**src/hw/rtl/tgad_pkg.sv**
```systemverilog
// Shared types and constants for the TGA true-color stream decoder.
`default_nettype none
package tgad_pkg;

    localparam int DimBits   = 16;
    localparam int HeaderLen = 18;
    localparam int LenBits   = 34;

    // Largest accepted image dimension, one bit wider than the dimension fields.
    localparam logic [16:0] DimMax = 17'((64'd1 << DimBits) - 64'd1);

    // Header byte offsets
    localparam logic [4:0] HdrIdLen     = 5'd0;
    localparam logic [4:0] HdrMapType   = 5'd1;
    localparam logic [4:0] HdrImageType = 5'd2;
    localparam logic [4:0] HdrWidthLo   = 5'd12;
    localparam logic [4:0] HdrWidthHi   = 5'd13;
    localparam logic [4:0] HdrHeightLo  = 5'd14;
    localparam logic [4:0] HdrHeightHi  = 5'd15;
    localparam logic [4:0] HdrDepth     = 5'd16;
    localparam logic [4:0] HdrDesc      = 5'(HeaderLen - 1);

    localparam logic [7:0] ImageTypeTrue = 8'd2;
    localparam logic [7:0] Depth24       = 8'd24;
    localparam logic [7:0] Depth32       = 8'd32;
    localparam logic [7:0] AlphaOpaque   = 8'd255;

    // Faults latched before the descriptor byte
    localparam int FaultMap   = 0;
    localparam int FaultType  = 1;
    localparam int FaultDepth = 2;

    typedef enum logic [2:0] {
        STATUS_OK            = 3'd0,
        STATUS_COLOR_MAP     = 3'd1,
        STATUS_BAD_TYPE      = 3'd2,
        STATUS_BAD_DEPTH     = 3'd3,
        STATUS_ZERO_SIZE     = 3'd4,
        STATUS_RIGHT_TO_LEFT = 3'd5,
        STATUS_INTERLEAVE    = 3'd6,
        STATUS_TRUNCATED     = 3'd7
    } status_t;

    // Header fields handed to the header check
    typedef struct packed {
        logic [15:0] width;
        logic [15:0] height;
        logic        four_byte;
        logic [7:0]  id_len;
        logic [2:0]  early_faults;
    } hdr_info_t;

endpackage
`default_nettype wire

```
**src/hw/rtl/tgad_header_check.sv**
```systemverilog
// Header validation: size product, fault priority and file length check.
`default_nettype none
module tgad_header_check (
    input  wire logic                         aclk,
    input  wire logic                         load_product,
    input  wire tgad_pkg::hdr_info_t          info,
    input  wire logic [7:0]                   desc,
    input  wire logic [tgad_pkg::LenBits-1:0] file_length,
    output tgad_pkg::status_t                 status
);

    logic [31:0] product_reg;
    logic [33:0] need_bytes;
    logic [8:0]  overhead;
    logic [34:0] need_total;
    logic        size_fault;
    logic        short_file;

    // Width and height are final once the depth byte arrives; register the product then.
    always_ff @(posedge aclk) begin
        if (load_product) begin
            product_reg <= {16'd0, info.width} * {16'd0, info.height};
        end
    end

    always_comb begin
        if (info.four_byte) begin
            need_bytes = {product_reg, 2'b00};
        end else begin
            need_bytes = {1'b0, product_reg, 1'b0} + {2'b00, product_reg};
        end
        overhead   = {1'b0, info.id_len} + 9'(tgad_pkg::HeaderLen);
        need_total = {1'b0, need_bytes} + {26'd0, overhead};
        short_file = {1'b0, file_length} < need_total;
        size_fault = (info.width == 16'd0) || (info.height == 16'd0) ||
                     ({1'b0, info.width} > tgad_pkg::DimMax) ||
                     ({1'b0, info.height} > tgad_pkg::DimMax);
    end

    // Lowest fault code wins
    always_comb begin
        if (info.early_faults[tgad_pkg::FaultMap]) begin
            status = tgad_pkg::STATUS_COLOR_MAP;
        end else if (info.early_faults[tgad_pkg::FaultType]) begin
            status = tgad_pkg::STATUS_BAD_TYPE;
        end else if (info.early_faults[tgad_pkg::FaultDepth]) begin
            status = tgad_pkg::STATUS_BAD_DEPTH;
        end else if (size_fault) begin
            status = tgad_pkg::STATUS_ZERO_SIZE;
        end else if (desc[4]) begin
            status = tgad_pkg::STATUS_RIGHT_TO_LEFT;
        end else if (desc[7:6] != 2'b00) begin
            status = tgad_pkg::STATUS_INTERLEAVE;
        end else if (short_file) begin
            status = tgad_pkg::STATUS_TRUNCATED;
        end else begin
            status = tgad_pkg::STATUS_OK;
        end
    end

endmodule
`default_nettype wire

```
**src/hw/rtl/tga_truecolor_stream_decoder_unit.sv**
```systemverilog
// TGA uncompressed true-color stream decoder, top level.
//
// Usage: stream a TGA file one byte per item on the s_ channel, with
// s_end_of_file set on its final byte. The 18-byte header is parsed, the ID
// field is skipped, and each BGR or BGRA file pixel comes out on the m_
// channel as one RGBA item with its column and top-down row. A header fault
// or an early end mark yields one error item (m_is_pixel low, final_res
// high); the remaining bytes up to the end mark give no items.
// Program file_length over the APB port before the file is streamed; it is
// used when the descriptor byte (the last header byte) is checked.
// Throughput: one byte per cycle, sustained while m_ready is high. Every byte is
// handled in the cycle it is accepted; its result is registered at that clock edge
// and sits in the output register in the next cycle. The pixel size product is
// registered on the depth byte so the length compare at the descriptor byte stays short.
// Stall: while a result waits and m_ready is low, s_ready is low; when
// m_ready is high a new byte is taken in the same cycle the result leaves.
// Reset: aresetn (synchronous, active low) returns to header parsing, clears
// file_length and empties the output register.
`default_nettype none
module tga_truecolor_stream_decoder_unit (
    input  wire logic        aclk,
    input  wire logic        aresetn,
    // byte input
    input  wire logic        s_valid,
    output logic             s_ready,
    input  wire logic [7:0]  s_data_byte,
    input  wire logic        s_end_of_file,
    // result output
    output logic             m_valid,
    input  wire logic        m_ready,
    output logic             m_is_pixel,
    output logic [2:0]       m_status,
    output logic [15:0]      m_column,
    output logic [15:0]      m_row,
    output logic [7:0]       m_red,
    output logic [7:0]       m_green,
    output logic [7:0]       m_blue,
    output logic [7:0]       m_alpha,
    output logic             m_final_res,
    // configuration
    input  wire logic        psel,
    input  wire logic        penable,
    input  wire logic        pwrite,
    input  wire logic [3:0]  paddr,
    input  wire logic [63:0] pwdata,
    output logic [63:0]      prdata,
    output logic             pready
);

    typedef enum logic [1:0] {
        PH_HEADER = 2'd0,
        PH_IDSKIP = 2'd1,
        PH_PIXELS = 2'd2,
        PH_DRAIN  = 2'd3
    } phase_t;

    phase_t      phase_reg, phase_next;
    logic [4:0]  hdr_idx_reg, hdr_idx_next;
    logic [7:0]  id_left_reg, id_left_next;
    logic [15:0] width_reg, width_next;
    logic [15:0] height_reg, height_next;
    logic        four_reg, four_next;
    logic        top_reg, top_next;
    logic [2:0]  faults_reg, faults_next;
    logic [1:0]  bip_reg, bip_next;
    logic [2:0][7:0] part_reg, part_next;
    logic [15:0] col_reg, col_next;
    logic [15:0] frow_reg, frow_next;
    logic [tgad_pkg::LenBits-1:0] flen_reg;

    logic              m_valid_reg;
    logic              m_is_pixel_reg;
    tgad_pkg::status_t m_status_reg;
    logic [15:0]       m_column_reg;
    logic [15:0]       m_row_reg;
    logic [7:0]        m_red_reg, m_green_reg, m_blue_reg, m_alpha_reg;
    logic              m_final_reg;

    logic              res_valid;
    logic              res_pixel;
    tgad_pkg::status_t res_status;
    logic [15:0]       res_column, res_row;
    logic [7:0]        res_red, res_green, res_blue, res_alpha;
    logic              res_final;

    logic                s_fire;
    logic                cfg_write;
    tgad_pkg::hdr_info_t hdr_info;
    tgad_pkg::status_t   hdr_status;
    logic                load_product;
    logic [16:0]         col_inc, frow_inc;
    logic                last_pixel;

    assign s_ready   = !m_valid_reg || m_ready;
    assign s_fire    = s_valid && s_ready;
    assign pready    = 1'b1;
    assign cfg_write = psel && penable && pwrite && pready && (paddr[3] == 1'b0);
    assign prdata    = (paddr[3] == 1'b0) ? {30'd0, flen_reg} : 64'd0;

    assign hdr_info.width        = width_reg;
    assign hdr_info.height       = height_reg;
    assign hdr_info.four_byte    = four_reg;
    assign hdr_info.id_len       = id_left_reg;
    assign hdr_info.early_faults = faults_reg;
    assign load_product = s_fire && (phase_reg == PH_HEADER) &&
                          (hdr_idx_reg == tgad_pkg::HdrDepth);

    tgad_header_check u_hdr_check (
        .aclk         (aclk),
        .load_product (load_product),
        .info         (hdr_info),
        .desc         (s_data_byte),
        .file_length  (flen_reg),
        .status       (hdr_status)
    );

    assign col_inc    = {1'b0, col_reg} + 17'd1;
    assign frow_inc   = {1'b0, frow_reg} + 17'd1;
    assign last_pixel = (col_inc >= {1'b0, width_reg}) && (frow_inc >= {1'b0, height_reg});

    always_comb begin
        phase_next   = phase_reg;
        hdr_idx_next = hdr_idx_reg;
        id_left_next = id_left_reg;
        width_next   = width_reg;
        height_next  = height_reg;
        four_next    = four_reg;
        top_next     = top_reg;
        faults_next  = faults_reg;
        bip_next     = bip_reg;
        part_next    = part_reg;
        col_next     = col_reg;
        frow_next    = frow_reg;

        res_valid  = 1'b0;
        res_pixel  = 1'b0;
        res_status = tgad_pkg::STATUS_OK;
        res_column = 16'd0;
        res_row    = 16'd0;
        res_red    = 8'd0;
        res_green  = 8'd0;
        res_blue   = 8'd0;
        res_alpha  = 8'd0;
        res_final  = 1'b0;

        case (phase_reg)
            PH_HEADER: begin
                case (hdr_idx_reg)
                    tgad_pkg::HdrIdLen: id_left_next = s_data_byte;
                    tgad_pkg::HdrMapType: begin
                        if (s_data_byte != 8'd0) begin
                            faults_next[tgad_pkg::FaultMap] = 1'b1;
                        end
                    end
                    tgad_pkg::HdrImageType: begin
                        if (s_data_byte != tgad_pkg::ImageTypeTrue) begin
                            faults_next[tgad_pkg::FaultType] = 1'b1;
                        end
                    end
                    tgad_pkg::HdrWidthLo:  width_next[7:0]   = s_data_byte;
                    tgad_pkg::HdrWidthHi:  width_next[15:8]  = s_data_byte;
                    tgad_pkg::HdrHeightLo: height_next[7:0]  = s_data_byte;
                    tgad_pkg::HdrHeightHi: height_next[15:8] = s_data_byte;
                    tgad_pkg::HdrDepth: begin
                        four_next = (s_data_byte == tgad_pkg::Depth32);
                        if (s_data_byte != tgad_pkg::Depth24 &&
                            s_data_byte != tgad_pkg::Depth32) begin
                            faults_next[tgad_pkg::FaultDepth] = 1'b1;
                        end
                    end
                    default: ;
                endcase
                if (hdr_idx_reg >= tgad_pkg::HdrDesc) begin
                    top_next = s_data_byte[5];
                    if (hdr_status != tgad_pkg::STATUS_OK) begin
                        res_valid  = 1'b1;
                        res_status = hdr_status;
                        res_final  = 1'b1;
                        phase_next = PH_DRAIN;
                    end else if (id_left_reg != 8'd0) begin
                        phase_next = PH_IDSKIP;
                    end else begin
                        phase_next = PH_PIXELS;
                    end
                end else begin
                    hdr_idx_next = hdr_idx_reg + 5'd1;
                end
            end
            PH_IDSKIP: begin
                if (id_left_reg != 8'd0) begin
                    id_left_next = id_left_reg - 8'd1;
                end
                if (id_left_next == 8'd0) begin
                    phase_next = PH_PIXELS;
                end
            end
            PH_PIXELS: begin
                if (bip_reg != 2'd3) begin
                    part_next[bip_reg] = s_data_byte;
                    bip_next = bip_reg + 2'd1;
                end
                // Emit on the third byte at 24 bpp, on the fourth at 32 bpp
                if ((bip_reg == 2'd2 && !four_reg) || bip_reg == 2'd3) begin
                    res_valid  = 1'b1;
                    res_pixel  = 1'b1;
                    res_column = col_reg;
                    res_row    = top_reg ? frow_reg : (height_reg - 16'd1 - frow_reg);
                    res_blue   = part_reg[0];
                    res_green  = part_reg[1];
                    if (bip_reg == 2'd3) begin
                        res_red   = part_reg[2];
                        res_alpha = s_data_byte;
                    end else begin
                        res_red   = s_data_byte;
                        res_alpha = tgad_pkg::AlphaOpaque;
                    end
                    res_final = last_pixel;
                    bip_next  = 2'd0;
                    if (col_inc >= {1'b0, width_reg}) begin
                        col_next  = 16'd0;
                        frow_next = frow_inc[15:0];
                    end else begin
                        col_next = col_inc[15:0];
                    end
                    if (last_pixel) begin
                        phase_next = PH_DRAIN;
                    end
                end
            end
            default: ;
        endcase

        // End mark: report truncation unless the file already finished or ended in a header fault, then restart
        if (s_end_of_file) begin
            if (phase_next != PH_DRAIN) begin
                res_valid  = 1'b1;
                res_pixel  = 1'b0;
                res_status = tgad_pkg::STATUS_TRUNCATED;
                res_column = 16'd0;
                res_row    = 16'd0;
                res_red    = 8'd0;
                res_green  = 8'd0;
                res_blue   = 8'd0;
                res_alpha  = 8'd0;
                res_final  = 1'b1;
            end
            phase_next   = PH_HEADER;
            hdr_idx_next = 5'd0;
            id_left_next = 8'd0;
            width_next   = 16'd0;
            height_next  = 16'd0;
            four_next    = 1'b0;
            top_next     = 1'b0;
            faults_next  = 3'd0;
            bip_next     = 2'd0;
            col_next     = 16'd0;
            frow_next    = 16'd0;
        end
    end

    always_ff @(posedge aclk) begin
        if (!aresetn) begin
            phase_reg   <= PH_HEADER;
            hdr_idx_reg <= 5'd0;
            id_left_reg <= 8'd0;
            width_reg   <= 16'd0;
            height_reg  <= 16'd0;
            four_reg    <= 1'b0;
            top_reg     <= 1'b0;
            faults_reg  <= 3'd0;
            bip_reg     <= 2'd0;
            col_reg     <= 16'd0;
            frow_reg    <= 16'd0;
            flen_reg    <= '0;
            m_valid_reg <= 1'b0;
        end else begin
            if (cfg_write) begin
                flen_reg <= pwdata[tgad_pkg::LenBits-1:0];
            end
            if (s_fire) begin
                phase_reg   <= phase_next;
                hdr_idx_reg <= hdr_idx_next;
                id_left_reg <= id_left_next;
                width_reg   <= width_next;
                height_reg  <= height_next;
                four_reg    <= four_next;
                top_reg     <= top_next;
                faults_reg  <= faults_next;
                bip_reg     <= bip_next;
                col_reg     <= col_next;
                frow_reg    <= frow_next;
                m_valid_reg <= res_valid;
            end else if (m_ready) begin
                m_valid_reg <= 1'b0;
            end
        end
    end

    // Payload registers, no reset
    always_ff @(posedge aclk) begin
        if (s_fire) begin
            part_reg <= part_next;
        end
        if (s_fire && res_valid) begin
            m_is_pixel_reg <= res_pixel;
            m_status_reg   <= res_status;
            m_column_reg   <= res_column;
            m_row_reg      <= res_row;
            m_red_reg      <= res_red;
            m_green_reg    <= res_green;
            m_blue_reg     <= res_blue;
            m_alpha_reg    <= res_alpha;
            m_final_reg    <= res_final;
        end
    end

    assign m_valid     = m_valid_reg;
    assign m_is_pixel  = m_is_pixel_reg;
    assign m_status    = m_status_reg;
    assign m_column    = m_column_reg;
    assign m_row       = m_row_reg;
    assign m_red       = m_red_reg;
    assign m_green     = m_green_reg;
    assign m_blue      = m_blue_reg;
    assign m_alpha     = m_alpha_reg;
    assign m_final_res = m_final_reg;

endmodule
`default_nettype wire

```
**config.mk**
```make
export PLATFORM = sky130hd
export DESIGN_NAME = tga_truecolor_stream_decoder_unit
export DESIGN_NICKNAME = d
export VERILOG_FILES = /design/src/hw/rtl/tgad_pkg.sv /design/src/hw/rtl/tgad_header_check.sv /design/src/hw/rtl/tga_truecolor_stream_decoder_unit.sv
export SDC_FILE = /design/constraint.sdc
export NUM_CORES = 1
export LEC_CHECK = 0
export CAP_MARGIN = 20
export CORE_MARGIN = 2
export CORE_UTILIZATION = 40
export CTS_BUF_LIST = sky130_fd_sc_hd__clkbuf_16
export CTS_CLUSTER_SIZE = 25
export DETAILED_ROUTE_END_ITERATION = 10
export DONT_BUFFER_PORTS = 1
export PLACE_DENSITY = 0.52
export SYNTH_ARGS = -nofsm -noshare
export SYNTH_HDL_FRONTEND = slang
export SYNTH_SLANG_ARGS = --single-unit
export TNS_END_PERCENT = 20
```
**constraint.sdc**
```tcl
create_clock -name aclk -period 21.8 [get_ports aclk]
set_clock_uncertainty 0.2 [all_clocks]
set_input_delay 2.18 -clock aclk [delete_from_list [all_inputs] [get_ports aclk]]
set_output_delay 2.18 -clock aclk [all_outputs]
set_load 0.03 [all_outputs]
```
* Word level (Yosys, flattened, before mapping)
Cells that the tools add are included.
** Storage, ports and cells
- Bits in latches :: 0
- RAM bits :: 0
- Bits in read-only memories :: 0
- Memories :: 0
- Register bits :: 246
- Input port bits :: 84
- Output and inout port bits :: 136
** Operators by class
- Divide/modulo/power cells :: 0
- Shifts and indexed selects :: 0
- Order comparisons :: 6
- Multiply operators :: 1
- Add/subtract/negate cells :: 10
- Equality and inequality tests :: 19
- Reductions and logical operators :: 58
- Mux-type cells :: 109
- Bitwise logic cells :: 1
** Operators by type and width (number)
- 2-to-1 mux 16 bit :: 21
- 2-to-1 mux 8 bit :: 27
- 2-to-1 mux 34 bit :: 2
- 2-to-1 mux 3 bit :: 14
- adder 34 x 9 -> 35 bit :: 1
- < comparator 34 x 35 -> 1 bit :: 1
- adder 16 x 1 -> 17 bit, second input constant :: 2
- adder 33 x 32 -> 34 bit :: 1
- >= comparator 17 x 16 -> 1 bit :: 2
- nonzero test 2 bit :: 17
- AND reduction 3 bit :: 11
- logical NOT 16 bit :: 2
- multiplier 16 x 16 -> 32 bit :: 1
- 2-to-1 mux 1 bit :: 25
- bitwise mux 24 bit :: 1
- 2-to-1 mux 2 bit :: 11
- == test 5 x 4 -> 1 bit, second input constant :: 4
- demux 8 bit (select 2 bit) :: 1
- one-hot mux 8 bit (2 select lines) :: 1
- AND reduction 4 bit :: 4
- nonzero test 8 bit :: 2
- subtractor 16 x 1 -> 16 bit, second input constant :: 1
- subtractor 16 bit :: 1
- 2-to-1 mux 5 bit :: 3
- other kinds (28) :: 48

* Logic depth before layout (Yosys ltp)
Gate-level depths: netlist of the first run.
- Word-level depth :: 19
- Depth in mapped cells :: 33

* Cells and area by module
From an unflattened synthesis of the first run, not the netlist that was laid out.
** Unflattened totals
- Cell total of the unflattened synthesis :: 2813
- Area total of the unflattened synthesis :: 24987.7 um^2
** Modules (own cells, without submodules)
- tgad_header_check :: area each 13685.6 um^2, instances 1, cells an instance 1617, sequential area each 960.9 um^2
- tga_truecolor_stream_decoder_unit :: area each 11302.1 um^2, instances 1, cells an instance 1196, sequential area each 5215.0 um^2

* Worst setup path after synthesis of the first run
No wires, ideal clock.
- Path kind :: register -> register
- Start point :: register four_reg
- End point :: register m_alpha_reg[0], in the netlist m_alpha[0], enable pin
- Setup slack :: 11.319 ns
- Cell stages (with the launch flop) :: 33
- Period minus slack after synthesis :: 10.481 ns
- Required time :: 21.063 ns
- Data arrival time :: 9.744 ns
- Cells stage by stage :: dfxtp_1 > clkbuf_1 > clkbuf_1 > buf_1 > clkbuf_1 > buf_1 > clkbuf_1 > clkbuf_1 > nor2_1 > ha_1 > ha_1 > fa_1 > a21o_1 > a21oi_1 > o21bai_1 > a21oi_1 > o21bai_1 > a21oi_1 > nor3b_1 > nand4bb_1 > nand2_1 > ha_1 > a21o_1 > a21oi_1 > nor2b_1 > o21ai_0 > nand2b_1 > a21o_1 > a221o_1 > o211ai_1 > a22o_4 > o21ai_4 > a31oi_1
** On the way
- Word-level cells in the longest chain between the ends :: 18
** RTL lines
- from (decl) :: RTL line tga_truecolor_stream_decoder_unit.sv:62 : logic four_reg, four_next;
- from (signal assigned) :: RTL line tga_truecolor_stream_decoder_unit.sv:286 : four_reg <= four_next;
- 2-to-1 mux 34 bit :: RTL line tgad_header_check.sv:27 : if (info.four_byte) begin
- adder 34 x 9 -> 35 bit :: RTL line tgad_header_check.sv:33 : need_total = {1'b0, need_bytes} + {26'd0, overhead};
- < comparator 34 x 35 -> 1 bit :: RTL line tgad_header_check.sv:34 : short_file = {1'b0, file_length} < need_total;
- 2-to-1 mux 3 bit :: RTL line tgad_header_check.sv:54 : end else if (short_file) begin
- 2-to-1 mux 3 bit :: RTL line tgad_header_check.sv:52 : end else if (desc[7:6] != 2'b00) begin
- 2-to-1 mux 3 bit :: RTL line tgad_header_check.sv:50 : end else if (desc[4]) begin
- 2-to-1 mux 3 bit :: RTL line tgad_header_check.sv:48 : end else if (size_fault) begin
- 2-to-1 mux 3 bit :: RTL line tgad_header_check.sv:46 : end else if (info.early_faults[tgad_pkg::FaultDepth]) begin
- (+2 left out)
- nonzero test 3 bit :: RTL line tga_truecolor_stream_decoder_unit.sv:175 : if (hdr_status != tgad_pkg::STATUS_OK) begin
- 2-to-1 mux 2 bit :: RTL line tga_truecolor_stream_decoder_unit.sv:175
- 2-to-1 mux 2 bit :: RTL line tga_truecolor_stream_decoder_unit.sv:173 : if (hdr_idx_reg >= tgad_pkg::HdrDesc) begin
- one-hot mux 2 bit (3 select lines) :: RTL line tga_truecolor_stream_decoder_unit.sv:146 : case (phase_reg)
- != test 2 bit :: RTL line tga_truecolor_stream_decoder_unit.sv:235 : if (phase_next != PH_DRAIN) begin
- 2-to-1 mux 1 bit :: RTL line tga_truecolor_stream_decoder_unit.sv:235
- 2-to-1 mux 1 bit * :: RTL line tga_truecolor_stream_decoder_unit.sv:234 : if (s_end_of_file) begin
- logical AND 1 bit * :: RTL line tga_truecolor_stream_decoder_unit.sv:304 : if (s_fire && res_valid) begin
- to (signal assigned) :: RTL line tga_truecolor_stream_decoder_unit.sv:312 : m_alpha_reg <= res_alpha;
- to (decl) :: RTL line tga_truecolor_stream_decoder_unit.sv:76 : logic [7:0] m_red_reg, m_green_reg, m_blue_reg, m_alpha_reg;
Mark *: on every way between the ends. The rest lies on a longest branch, timed or not.
A chain may end at the register's enable or synchronous reset.

* Worst setup path in the final report of the first run
- Start point :: register height_reg[3]
- End point :: register u_hdr_check.product_reg[30] (data pin)
** On the way
- Word-level cells in the longest chain between the ends :: 1
** RTL lines
- from (decl) :: RTL line tga_truecolor_stream_decoder_unit.sv:61 : logic [15:0] height_reg, height_next;
- from (signal assigned) :: RTL line tga_truecolor_stream_decoder_unit.sv:285 : height_reg <= height_next;
- multiplier 16 x 16 -> 32 bit :: RTL line tgad_header_check.sv:22 : product_reg <= {16'd0, info.width} * {16'd0, info.height};
- to (signal assigned) :: RTL line tgad_header_check.sv:22
- to (decl) :: RTL line tgad_header_check.sv:12 : logic [31:0] product_reg;
Every way passes these cells.

==> flow_summary_export.csv, run 1 <==
group,metric,value,unit
floorplanning,fp.dieW,252,um
cells_and_area,syn2layout_area_growth,6.53,%
routing,ant_nets,0,
clock_network,cts_buffers,30,
synth,yosysSeqAreaShare,25.1,%
worst_setup_path,cp.arrival,8230,ps
routing,first_pass_iters,6,
cells_and_area,mostFrequentLayoutCell,"nand2_1",
routing,drc_errors,0,
sta,fin_crit,8070,ps
synth,synth_flop_cell,"edfxtp_1",
pwr,clkPwrFrac,47.4,%
pwr,switching_power,265,uW
clock_network,cts_tree,"done",
pwr,p_int,823,uW
cells_and_area,nNetsFinal,3267,
run_status,outcome,"finished clean",
routing,viasPerCell,5.44,
pwr,leakage,11.6,nW
routing,highest_layer,"met5",
floorplanning,floorplan.initialDensity,40.6,%
clock_network,cts_setup_buffers,0,
clock_network,cts_resized,0,
floorplanning,dieArea,63600,sq um
synth,ys_types,89,
sta,setup_viol,0,
sta,hold_viol,0,
routing,dr_wl_met3,3.54,mm
place,place_inst,3487,
global_route,grt_pass1_wl,104,mm
routing,wl_per_cell,18.7,um
global_route,antenna_found_initial,3,
floorplanning,num_rows,90,
global_route,grt_overflow,0,
worst_setup_path,start_kind,"flop",
global_route,grt_max_degree,117,
clock_network,cts_buffer_depth,3,
synth,async_reset_ff_share,0,%
clock_network,cts_sinks,246,
floorplanning,core,60600,sq um
synth,synth_edf_count,125,
pwr,power_density,41.5,nW/um^2
sta,worst_pin_slew,995,ps
synth,synth_warnings,0,
cells_and_area,finalNonFillerCells,3549,
synth,syn_inst,2815,
place,dp_hpwl,50.0,mm
worst_setup_path,crit_path_end_kind,"flop",
clock_network,path_clk_slew,60,ps
sta,report.final.slew_viol_count,0,
synth,syn_area_per_cell,8.75,sq um
sta,period_share,37.0,%
place,portBuffers,0,
cells_and_area,fill_cells,5917,
routing,drtIter0Drc,1134,
cells_and_area,layout_common_cells,"nand2_1 (358), inv_1 (320), ha_1 (246), nor2_1 (223), fa_1 (197)",
pwr,total_power,1.09,mW
sta,setup_tns,0,ps
global_route,grt_pass1_vias,18900,
global_route,grtUsageTotal,20.5,%
cells_and_area,seq_area,6180,sq um
clock_network,clock_latency,610,ps
job,maxCapViolations,0,
sta,max_freq,124,MHz
worst_setup_path,crit_type,"flop to flop",
routing,met1_length,30.4,mm
cells_and_area,drive_gt1_share,3.76,%
routing,finalWirelength,66.4,mm
pwr,p_seq_share,46.6,%
cells_and_area,multi_input_area,16700,sq um
pwr,sw_frac_of_total,24.4,%
pwr,ir_drop,52.7,uV
place,gp_congestion,0.872,
routing,wl_met2,30.4,mm
floorplanning,die_h,252,um
clock_network,cts_root_buf,"clkbuf_16",
floorplanning,ios,220,
worst_setup_path,critPathMaxFanout,13,
synth,ys_ff_latch,246,
min_path,hold_class,"flop to flop",
pwr,p_comb_share,6.0,%
clock_network,cts_hold_buffers,0,
cells_and_area,largest_reg_flops,34,
synth,netlist_area,24600,sq um
clock_network,cts_htree_levels,1,
sta,fin_hold_ws,282,ps
sta,rsz0062_at_grt,"no",
worst_setup_path,worstPathRequired,21960,ps
sta,slew_headroom,33.5,%
routing,dr_total_vias,19300,
[per-stage QoR]
step	setup WS, ps	cell area, sq um	utilization [%]
after floorplan	11320	24700	-
after global placement	13820	25200	41.5
after detailed placement	13780	25200	41.5
after CTS	13780	26200	43.2
after global routing	13360	26200	43.3
final	13730	26200	43.3
[worst max-delay path: stages, from the launching register on]
cell,delay [ps]
dfxtp_1,780
clkinv_1,530
nor2_1,270
fa_1,430
fa_1,510
ha_1,150
inv_1,50
fa_1,550
fa_1,470
fa_1,550
inv_1,40
ha_1,340
o21a_1,120
o21ai_0,230
o31ai_1,150
o41ai_1,690
o211ai_1,340
nand2_1,150
a2bb2oi_1,280
a21oi_1,170
a41o_1,290
o21a_1,170
nor2_1,110
xnor2_1,250
[cell usage after synthesis, types with 45 or more instances]
cell type	count	share of area, %
a21boi_0	60	1.8
nand3_1	54	1.1
and3_1	68	1.7
nor2_1	223	3.4
o21ai_0	83	1.7
edfxtp_1	125	15
nor3_1	45	0.91
clkbuf_1	115	1.8
nor2b_1	102	2.6
xnor2_1	68	2.4
nand2_1	358	5.5
ha_1	246	12
fa_1	197	16
a21oi_1	119	2.4
dfxtp_1	121	9.8
xor2_1	52	1.8
inv_1	312	4.8
[per-layer routing]
metal  global-route usage [%]  up-vias
li1                         -     9273
met1                     28.9     9424
met2                     33.1      510
met3                     2.50       96
met4                     6.22        2
met5                        0        -
[power by group through the flow]
stage / Sequential [mW] / Clock (mW) / Combinational (mW)
finish: 0.507 / 0.516 / 0.0651
global route: 0.508 / 0.546 / 0.0733
detailed placement: 0.517 / 0 / 0.0648
global placement: 0.517 / 0 / 0.0634
floorplan: 0.515 / 0 / 0.0615
CTS: 0.507 / 0.531 / 0.0650
[final timing paths]
path	start	to	slack, ps	cells after the start
hold / removal	flen_reg[0]	flen_reg[0]	280	2
setup / recovery	height_reg[3]	u_hdr_check.product_reg[30]	13730	23
setup reg to reg	height_reg[3]	u_hdr_check.product_reg[30]	13730	23
hold reg to reg	flen_reg[0]	flen_reg[0]	280	2
[cell families after synthesis]
| logic type | Yosys count | synth area share, % |
|---|---|---|
| compound gates | 503 | 13.7 |
| xor+xnor | 120 | 4.27 |
| fa+ha+maj | 443 | 28.5 |
| buf+inv | 477 | 7.76 |
| flops | 246 | 25.1 |
| mux | 25 | 1.04 |
| other cells | 2 | 0.0305 |
| simple gates | 999 | 19.6 |
[cell type report]
cell class                 count  area share (%)
tap                          782            3.73
clock buffer                  30            2.86
multi-input combinational   2121            63.5
timing repair buffer          24           0.763
sequential                   246            23.5
inverter                     317            4.54
antenna                        3          0.0286
clock inverter                26            1.03
Note: power is estimated with default switching activity, not from simulation.
==> run 2: changes to the inputs <==
PLACE_DENSITY = 0.54   (was 0.52)
clock period = 7.4 ns   (was 21.8 ns; I/O delays follow)
==> flow_summary_export.csv, run 2 (synthesis gave the netlist of run 1 again) <==
group,metric,value,unit
floorplanning,ios,220,
worst_setup_path,r2r_slack,390,ps
floorplanning,num_rows,90,
floorplanning,fp.dieW,252,um
cells_and_area,syn2layout_area_growth,7.98,%
worst_setup_path,crit_end,"u_hdr_check.product_reg[30]",
pwr,ir_drop,143,uV
min_path,whs_path_depth,0,
worst_setup_path,critPathMaxFanout,18,
cells_and_area,nNetsFinal,3316,
worst_setup_path,cp.arrival,7140,ps
worst_setup_path,crit_type,"flop to flop",
min_path,hold_class,"input port to flop",
pwr,power_density,119,nW/um^2
worst_setup_path,crit_path_top_delay_cell,"dfxtp_1",
routing,first_pass_iters,6,
sta,setup_tns,0,ps
cells_and_area,post-route-cell-area,26600,sq um
routing,drc_errors,0,
worst_setup_path,critical-path-top-delay-family,"adder cells",
worst_setup_path,cp_slowest_stage_delay,920,ps
sta,fin_hold_ws,55.9,ps
floorplanning,floorplan.initialDensity,40.6,%
sta,hold_viol,0,
clock_network,cts_buffer_depth,3,
worst_setup_path,crit_chain,"nand2_1 -> fa_1 -> inv_1 -> fa_1 -> inv_1 -> fa_1 -> inv_1 -> fa_1 -> inv_1 -> fa_1 -> inv_1 -> fa_1 -> ha_1 -> and2_1 -> o21ai_0 -> o211ai_1 -> nand2_1 -> a2bb2oi_1 -> a21oi_1 -> a41o_1 -> o21a_1 -> nor2_1 -> xnor2_1",
worst_setup_path,r2r-end,"u_hdr_check.product_reg[30]",
worst_setup_path,crit_buf_inv,5,
clock_network,cts_sinks,246,
global_route,antenna_found_initial,0,
routing,dr_total_vias,19400,
routing,ant_nets,0,
sta,fin_crit,7010,ps
clock_network,path_clk_slew,60,ps
floorplanning,core,60600,sq um
worst_setup_path,start_kind,"flop",
worst_setup_path,worstPathRequired,7520,ps
global_route,grt_pass1_vias,18700,
floorplanning,die_h,252,um
clock_network,cts_tree,"done",
cells_and_area,seq_area,6180,sq um
clock_network,cts_htree_levels,1,
cells_and_area,mostFrequentLayoutCell,"nand2_1",
job,maxCapViolations,0,
worst_setup_path,cp.depth,23,
clock_network,cts_buffers,31,
clock_network,clock_latency,580,ps
place,gp_congestion,0.889,
worst_setup_path,crit_path_start,"height_reg[7]",
place,dpl-instance-area,25600,sq um
place,portBuffers,0,
place,dp_hpwl,51.4,mm
worst_setup_path,ff2ff_path_depth,23,
cells_and_area,largest_reg_flops,34,
global_route,grt_pass1_wl,103,mm
sta,report.final.slew_viol_count,0,
cells_and_area,finalNonFillerCells,3595,
cells_and_area,fill_cells,6003,
routing,drtIter0Drc,1289,
global_route,grt_overflow,0,
routing,viasPerCell,5.40,
worst_setup_path,rr_startpoint,"height_reg[7]",
cells_and_area,layout_common_cells,"nand2_1 (358), inv_1 (317), ha_1 (246), nor2_1 (223), fa_1 (197)",
sta,setup_viol,0,
sta,period_share,94.8,%
clock_network,cts_root_buf,"clkbuf_16",
worst_setup_path,path_common_cell,"fa_1",
run_status,outcome,"finished clean",
sta,slew_headroom,26.1,%
worst_setup_path,crit_path_end_kind,"flop",
cells_and_area,drive_gt1_share,5.79,%
sta,rsz0062_at_grt,"no",
routing,finalWirelength,65.5,mm
cells_and_area,antenna_cells,0,
global_route,grtUsageTotal,20.2,%
global_route,grt_max_degree,117,
sta,worst_pin_slew,1100,ps
routing,wl_per_cell,18.2,um
floorplanning,dieArea,63600,sq um
cells_and_area,multi_input_area,16700,sq um
sta,max_freq,143,MHz
pwr,total_power,3.17,mW
place,place_inst,3537,
pwr,leakage,11.8,nW
[run 2: how the worst min path moves through the flow]
stage,to,slack [ps],from
finish,part_reg[15],60,s_data_byte[7]
global route,part_reg[15],30,s_data_byte[7]
CTS,part_reg[15],20,s_data_byte[7]
detailed placement,flen_reg[0],270,flen_reg[0]
global placement,flen_reg[0],270,flen_reg[0]
floorplan,flen_reg[0],250,flen_reg[0]
[run 2: power by group]
group | switching (mW) | leakage (nW) | internal [mW]
Clock | 0.620 | 0.498 | 0.866
Sequential | 0.0438 | 2.09 | 1.45
Combinational | 0.126 | 9.23 | 0.0682
Total | 0.790 | 11.8 | 2.38
[run 2: final cells by class]
type	count	area share [%]
Clock buffer	31	2.92
Clock inverter	26	0.833
Inverter	317	4.48
Multi-Input combinational cell	2121	62.7
Sequential cell	246	23.3
Tap cell	782	3.68
Timing Repair Buffer	72	2.13
[run 2: metal layers]
metal  share of wire (%)  vias up  GRT usage (%)  routed length [um]
met5                   0        -              0                   0
met4                 1.9        0           4.07                1270
met3                 5.3       80           2.54                3490
met2                  47      509           33.4               30500
met1                  46     9457           28.5               30200
li1                    -     9370              -                   -
[run 2: stage by stage]
| stage | utilization, % | setup WS [ps] |
|---|---|---|
| global route | 43.9 | 1.05 |
| finish | 43.9 | 385 |
| CTS | 43.8 | 252 |
| global placement | 42.2 | 384 |
| detailed placement | 42.2 | 288 |
| floorplan | - | 10.2 |
[run 2: what timing repair did]
item / CTS / global route
setup buffers: 0 / 0
hold buffers: 0 / 0
setup endpoints to repair: 0 / 70
resized for setup: 0 / 7
==> run 3: changes to the inputs <==
CORE_UTILIZATION = 55   (was 40)
PLACE_DENSITY = 0.71   (was 0.54)
SYNTH_HIERARCHICAL = 1   (was default)
==> flow_summary_export.csv, run 3 <==
group,metric,value,unit
run_status,outcome,"finished clean",
worst_setup_path,crit_path_top_delay_cell,"or3_4",
floorplanning,floorplan.initialDensity,55.4,%
cells_and_area,seq_area,6180,sq um
place,gp_congestion,0.895,
cells_and_area,multi_input_area,17300,sq um
cells_and_area,post-route-cell-area,27400,sq um
clock_network,cts_sinks,246,
synth,yosysMostFrequentCell,"nand2_1",
clock_network,cts_buffers,29,
clock_network,cts_tree,"done",
cells_and_area,syn2layout_area_growth,9.84,%
clock_network,path_clk_slew,60,ps
worst_setup_path,crit_path_end_kind,"flop",
global_route,grt_overflow,0,
floorplanning,num_rows,78,
sta,report.final.slew_viol_count,0,
synth,synth_warnings,6,
synth,ys_ff_latch,246,
worst_setup_path,cp_slowest_stage_delay,390,ps
routing,wl_per_cell,18.6,um
synth,syn_area_per_cell,8.88,sq um
place,dp_hpwl,48.4,mm
place,portBuffers,0,
synth,syn_inst,2813,
floorplanning,die_h,217,um
sta,slew_headroom,44.5,%
worst_setup_path,cp.arrival,7400,ps
synth,netlist_area,25000,sq um
pwr,ir_drop,165,uV
worst_setup_path,critPathMaxFanout,9,
floorplanning,fp.dieW,217,um
sta,setup_viol,0,
clock_network,cts_hold_buffers,0,
synth,synth_flop_cell,"edfxtp_1",
place,dpl-instance-area,25800,sq um
worst_setup_path,worstPathRequired,7490,ps
synth,synth_area_leaders,"fa_1 (16%), edfxtp_1 (15%), ha_1 (12%), dfxtp_1 (9.7%), nand2_1 (5.3%)",
cells_and_area,antenna_cells,0,
synth,ys_types,99,
routing,dr_total_vias,20300,
global_route,grtUsageTotal,26.3,%
cells_and_area,nNetsFinal,3357,
worst_setup_path,crit_type,"flop to flop",
synth,yosysSeqAreaShare,24.7,%
cells_and_area,largest_reg_flops,34,
sta,hold_viol,0,
sta,fin_hold_ws,53.1,ps
synth,synth_top_area_share,15.8,%
routing,finalWirelength,64.1,mm
min_path,hold_class,"input port to flop",
cells_and_area,mostFrequentLayoutCell,"nand2_1",
sta,max_freq,137,MHz
floorplanning,dieArea,47200,sq um
routing,drc_errors,0,
routing,first_pass_iters,6,
floorplanning,core,45100,sq um
routing,viasPerCell,5.87,
global_route,grt_max_degree,105,
routing,drtIter0Drc,1537,
global_route,grt_pass1_wl,101,mm
pwr,leakage,12.0,nW
synth,async_reset_ff_share,0,%
clock_network,clock_latency,580,ps
synth,synth_top_area_cell,"fa_1",
synth,synth_edf_count,125,
sta,period_share,98.8,%
cells_and_area,drive_gt1_share,9.11,%
cells_and_area,layout_common_cells,"nand2_1 (353), inv_1 (327), ha_1 (236), fa_1 (195), and2_1 (155)",
sta,worst_pin_slew,832,ps
sta,fin_crit,7310,ps
global_route,antenna_found_initial,0,
worst_setup_path,start_kind,"flop",
floorplanning,ios,220,
routing,ant_nets,0,
job,maxCapViolations,0,
cells_and_area,fill_cells,3863,
sta,rsz0062_at_grt,"yes",
clock_network,cts_root_buf,"clkbuf_16",
global_route,grt_pass1_vias,20000,
synth,synthTopCellsByCount,"nand2_1 (355), inv_1 (322), ha_1 (246)",
clock_network,cts_buffer_depth,3,
clock_network,cts_htree_levels,1,
pwr,power_density,114,nW/um^2
[run 3: worst max-delay path: cells and delay by family (launching register included)]
family,cells,cell delay [ps]
flip-flops,1,380
AO/OA/AOI/OAI,12,1970
AND/OR/NAND/NOR,10,1980
adder cells (fa/ha/maj),5,1520
buffers and inverters,5,680
XOR/XNOR,2,290
[run 3: cell families (layout without fill, tap and decap cells)]
kind of cell / count (synthesis) / count (layout) / share of synthesized area (%)
and+or+nand+nor: 1003 / 1003 / 20.4
DFF: 246 / 246 / 24.7
muxes: 22 / 22 / 0.886
other: 2 / 31 / 0.0301
xor gates and xnor gates: 107 / 107 / 3.75
AOI/OAI and AO/OA: 518 / 518 / 14.3
buffers and inverters: 472 / 483 / 7.81
adders and majority gates: 443 / 443 / 28.1
[run 3: layout make-up]
type | instances | share of cell area (%)
clock inverters | 23 | 0.670
repair buffers | 101 | 3.57
clock buffers | 31 | 2.83
inverters | 325 | 4.49
well taps | 600 | 2.74
repair inverters | 3 | 0.141
flip-flops and latches | 246 | 22.5
multi-input cells | 2124 | 63.1
[run 3: power breakdown]
part	switching, mW	internal [mW]
Combinational	0.122	0.0803
Sequential	0.0424	1.45
Clock	0.602	0.829
[run 3: final timing paths]
kind                               from            to  slack [ps]  cells after the start
min reg2reg                 flen_reg[6]   flen_reg[6]         290                      2
min                      s_data_byte[6]  part_reg[22]          50                      0
max reg2reg  u_hdr_check/product_reg[1]   m_status[0]          90                     34
max          u_hdr_check/product_reg[1]   m_status[0]          90                     34
[run 3: what timing repair did]
action | 4_1_cts | 5_1_grt
gates resized for setup | 3 | 74
pin swaps | 1 | 30
cloned | 0 | 12
setup buffers | 1 | 10
endpoints found under the setup margin | 134 | 141
[run 3: per-stage QoR]
| stage | setup TNS (ps) | power, mW | setup WS, ps | util (%) | std cells |
|---|---|---|---|---|---|
| after floorplan | -12310 | 1.67 | -178 | - | 2842 |
| after global placement | 0 | 1.69 | 96.5 | 57.3 | 3373 |
| after detailed placement | -15010 | 1.69 | -153 | 57.3 | 3374 |
| after CTS | 0 | 3.12 | 90.5 | 59.5 | 3429 |
| after global routing | -16530 | 3.22 | -189 | 60.9 | 3453 |
| final | 0 | 3.12 | 89.4 | 60.9 | 3453 |
[run 3: metal layers]
| layer | track usage [%] | vias to the layer above | wire length, um |
|---|---|---|---|
| met5 | 0 | - | 0 |
| met4 | 8.40 | 0 | 1710 |
| met3 | 3.61 | 109 | 4190 |
| met2 | 44.2 | 674 | 30400 |
| met1 | 35.1 | 9977 | 27800 |
| li1 | - | 9505 | - |
